## src/rtl/core/avt_pkg.sv

```systemverilog
// ----------------------------------------------------------------------------
// avt_pkg
// Shared types and constants for the affine vertex transform.
// ----------------------------------------------------------------------------
package avt_pkg;

   localparam int ROWS   = 3;
   localparam int COLS   = 4;
   localparam int DATA_W = 32;
   localparam int PROD_W = 2 * DATA_W;
   // three full products plus the translation term need two guard bits
   localparam int SUM_W  = PROD_W + 2;

   typedef enum logic {
      CMD_WRITE     = 1'b0,
      CMD_TRANSFORM = 1'b1
   } command_type;

   typedef struct packed {
      command_type        command;
      logic [1:0]         row;
      logic [1:0]         column;
      logic signed [31:0] element_value;
      logic signed [31:0] x_in;
      logic signed [31:0] y_in;
      logic signed [31:0] z_in;
   } req_type;

   typedef struct packed {
      logic signed [31:0] x_out;
      logic signed [31:0] y_out;
      logic signed [31:0] z_out;
   } rsp_type;

   typedef logic signed [DATA_W-1:0] elem_type;
   typedef elem_type [COLS-1:0]      mrow_type;

   // stage load strobes from the pipeline control
   typedef struct packed {
      logic prod_load;
      logic sum_load;
   } lane_ctrl_type;

endpackage

```

## src/rtl/core/avt_merge.sv

```systemverilog
// ----------------------------------------------------------------------------
// avt_merge
// Scales the three row sums back to the input format, saturates each and
// holds the result transaction in the output register.
// ----------------------------------------------------------------------------
module avt_merge import avt_pkg::*; #(
   parameter int FRAC_BITS = 16
) (
   input  logic                    clock,
   input  logic                    load,
   input  logic signed [SUM_W-1:0] sum [ROWS],
   output rsp_type                 rsp
);

   function automatic logic signed [31:0] scale_sat(input logic signed [SUM_W-1:0] s);
      logic signed [SUM_W-1:0] sh;
      logic signed [31:0]      r;
      sh = s >>> FRAC_BITS;
      if ((&sh[SUM_W-1:DATA_W-1]) || !(|sh[SUM_W-1:DATA_W-1])) begin
         r = sh[DATA_W-1:0];
      end else if (sh[SUM_W-1]) begin
         r = {1'b1, {(DATA_W-1){1'b0}}};
      end else begin
         r = {1'b0, {(DATA_W-1){1'b1}}};
      end
      return r;
   endfunction

   rsp_type rsp_in, rsp_ff;

   always_comb begin
      rsp_in.x_out = scale_sat(sum[0]);
      rsp_in.y_out = scale_sat(sum[1]);
      rsp_in.z_out = scale_sat(sum[2]);
   end

   always_ff @(posedge clock) begin
      if (load) begin
         rsp_ff <= rsp_in;
      end
   end

   assign rsp = rsp_ff;

endmodule

```

## config.mk

```make
export PLATFORM = sky130hd
export DESIGN_NAME = avt_merge
export DESIGN_NICKNAME = d
export VERILOG_FILES = /design/src/rtl/core/avt_pkg.sv /design/src/rtl/core/avt_merge.sv
export SDC_FILE = /design/constraint.sdc
export NUM_CORES = 1
export LEC_CHECK = 0
export BUFFER_PORTS_ARGS = -buffer_cell sky130_fd_sc_hd__buf_2
export CAP_MARGIN = 25
export CORE_AREA = 2 2 114 116
export CTS_CLUSTER_SIZE = 14
export DETAILED_ROUTE_END_ITERATION = 8
export DIE_AREA = 0 0 116 118
export PLACE_DENSITY_LB_ADDON = 0.25
export SLEW_MARGIN = 20
export SYNTH_ARGS = -nofsm -noshare
export SYNTH_HDL_FRONTEND = slang
export SYNTH_SLANG_ARGS = --single-unit
```

## constraint.sdc

```tcl
create_clock -name clock -period 1.9 [get_ports clock]
set_input_delay 0.095 -clock clock [delete_from_list [all_inputs] [get_ports clock]]
set_output_delay 0.095 -clock clock [all_outputs]
set_load 0.01 [all_outputs]
```

-- Yosys cells after proc, flatten, opt, wreduce, memory -nomap -nowiden
Cells that the tools add are included.
- bits of input ports: 200
- output and inout port bits: 96
- logic and storage cells: 21
- flip-flop bits (word level): 96
- mux-type cells: 6
- reduce and logical (&&, ||, !) cells: 12
- operators by type and width (kind ; count):
    32-bit two-way mux ; 6
    19-bit AND reduction ; 3
    19-bit OR reduction ; 3
    1-bit zero test ; 3
    1-bit logical OR ; 3

-- Depth between registers and ports, before layout
- depth in word-level cells: 4
- depth in mapped cells: 6
- depth with buffers taken out: 5

-- Worst setup path before layout
Ideal clock, no wire load.
- path kind: input-to-reg
- start: input port sum[58] (netlist name)
- end: register rsp_ff (netlist bit rsp[10]) (data pin)
- stages on the path: 6
- buffers on the path: 1
- data required time: 1646 ps
- arrival: 1138 ps
- slack: 507 ps
- setup time: 254 ps
- cell sequence: nor4_1 nand4_1 nor4_2 a311oi_2 buf_6 a21o_2
- RTL lines (what ; RTL line ; source):
    start: declaration ; avt_merge.sv:11 ; input logic signed [SUM_W-1:0] sum [ROWS],
    end signal: assignment ; avt_merge.sv:39 ; rsp_ff <= rsp_in;
    end: declaration ; avt_merge.sv:29 ; rsp_type rsp_in, rsp_ff;

==> impl_metrics.yaml <==
outcome:
  status: "finished, final reports clean"
worst_setup_path:
  critPathRequiredTime_ns: 1.99
  crit_type: "in2reg"
  critical_path.max_fanout: 31
  worst_setup_path_start_kind: "input pin"
  crit_path_end_kind: "flip-flop"
  worstPathArrival_ns: 1.89
global_route:
  grt_max_degree: 94
  grt_overflow: 0
  antenna_found_initial: 0
  grt_usage: 0.137
  grt_pass1_vias: 3055
  grt_pass1_wl_um: 14600
cts:
  htreeDepth: 3
  cts.sinks: 96
  root_buffer: "clkbuf_16"
  path_clk_slew_ns: 0.07
  cts_buffers: 9
  tritoncts: "built"
  cts.path.max_buffers: 2
route:
  route.detailed.drc: 0
  first_pass_iters: 4
  drt_iter0_drc: 210
  wire_per_inst_um: 14.5
  via_per_inst: 4.69
  antenna_left: 0
  vias: 3206
  routed_wl_um: 9920
sta:
  fin_crit_sh: 0.947
  holdWs_ns: 0.0271
  fin_crit_ns: 1.80
  final-hold-violation-count: 0
  slew_headroom: 0.640
  slew_viol_final: 0
  worstMarginPinSlew_ns: 0.539
  fmax_mhz: 556
  grt_setup_unrepaired: "no"
  setup_tns_ns: 0
  finalSetupViolations: 0
die:
  die_width_um: 116
  core_area_sq_mm: 0.0124
  start_util: 0.335
  rows: 41
  die-height_um: 118
  ios: 296
  dieArea_sq_mm: 0.0137
synthesis:
  ys_ff_latch: 96
  seq_area_frac_synth: 0.693
  synthesis.area_sq_mm: 0.00416
  ys_types: 15
  yosys_warnings: 0
  synth_nets: 455
  syn-mean-instance-area_sq_um: 16.3
  syn_inst: 255
placed_design:
  gp_congestion: 0.749
  io_buffers: 247
  dpl.hpwl_um: 7380
  placed_cells: 665
layout:
  diodes: 0
  nets: 706
  fin_cells: 683
  fillers: 1190
  area_growth_pct: 41.4
  largest_reg_flops: 96
  layout-drive-gt1-share: 0.675
power_and_ir_drop:
  p_leak_nw: 2.77
  powerDensity_mw_per_mm2: 820
  fin_total_pwr_mw: 4.83
  vdd_drop_max_mv: 0.592
job:
  maxCapViolations: 0
min_path:
  hp-class: "in2reg"
-- critical path, stage by stage --
cell and delay, ns:
dlygate4sd3_1 0.53, buf_2 0.15, nor4_1 0.17, nand4_1 0.17, nor4_4 0.23, a311oi_4 0.07
buf_4 0.25, a21o_1 0.20
-- through the flow --
step | worst slack [ns] | cell area, sq um | util
after floorplan | 0.507 | 4160 | -
after global placement | 0.155 | 5580 | 0.450
after detailed placement | 0.127 | 5580 | 0.450
after CTS | 0.0729 | 5880 | 0.473
after global routing | 0.0267 | 5880 | 0.474
final | 0.101 | 5880 | 0.474
-- repair_timing --
action	CTS	global route
resized for setup	0	1
endpoints found under the hold margin	4	0
setup buffers	0	0
hold buffers	2	0
endpoints found under the setup margin	0	11
-- cell type report --
cell class / count / area (sq um) / share of cell area
Multi-Input combinational cell: 138 / 1140 / 0.193
Sequential cell: 96 / 2880 / 0.490
Tap cell: 172 / 215 / 0.0366
Timing Repair Buffer: 261 / 1370 / 0.233
Clock buffer: 10 / 229 / 0.0389
Clock inverter: 6 / 46.3 / 0.00787
-- synth_stat cells, drive strengths merged --
library cell,count,share of area
edfxtp,96,0.69
nor4,15,0.027
a31o,3,0.0063
clkbuf,1,0.00090
nor2,6,0.0054
nand4,15,0.023
a21o,93,0.19
a311oi,3,0.0093
dlygate4sd3,2,0.0048
buf,18,0.040
and3,3,0.0045
-- metal layers --
layer / wire length (um) / vias up / GRT usage
met2: 4890 / 156 / 0.236
li1: - / 1530 / -
met4: 204 / 0 / 0.0618
met3: 944 / 13 / 0.0453
met1: 3880 / 1507 / 0.151
met5: 0 / - / 0
-- placed cells by master (no fill, tap or decap), types with 6 or more instances in the layout --
master and instances:
buf_2 246, edfxtp_1 96, a21o_2 62, a21o_1 31, nand4_1 15, nor4_1 12, buf_4 11, clkbuf_16 9
nor2_1 6
-- where the power goes --
group | internal, mW | leakage (nW) | switching [mW]
clock | 0.891 | 0.129 | 0.754
combinational | 0.308 | 1.70 | 0.320
sequential | 2.52 | 0.940 | 0.0371
total | 3.72 | 2.77 | 1.11
-- kinds of logic (layout without fill, tap and decap cells) --
kind of cell	Yosys count	count (layout)	share of synthesized area
buffers and inverters	21	277	0.0454
AOI/OAI and AO/OA	99	99	0.202
and+or+nand+nor	39	39	0.0595
DFF	96	96	0.693
-- worst paths after layout --
check / from / endpoint / slack [ns] / cells after the start
worst max-delay path: sum[131] / rsp[32]$_DFFE_PP_ / 0.10 / 8
worst min-delay path: sum[197] / rsp[95]$_DFFE_PP_ / 0.03 / 1
No activity file was read; power rests on OpenSTA's default activity.
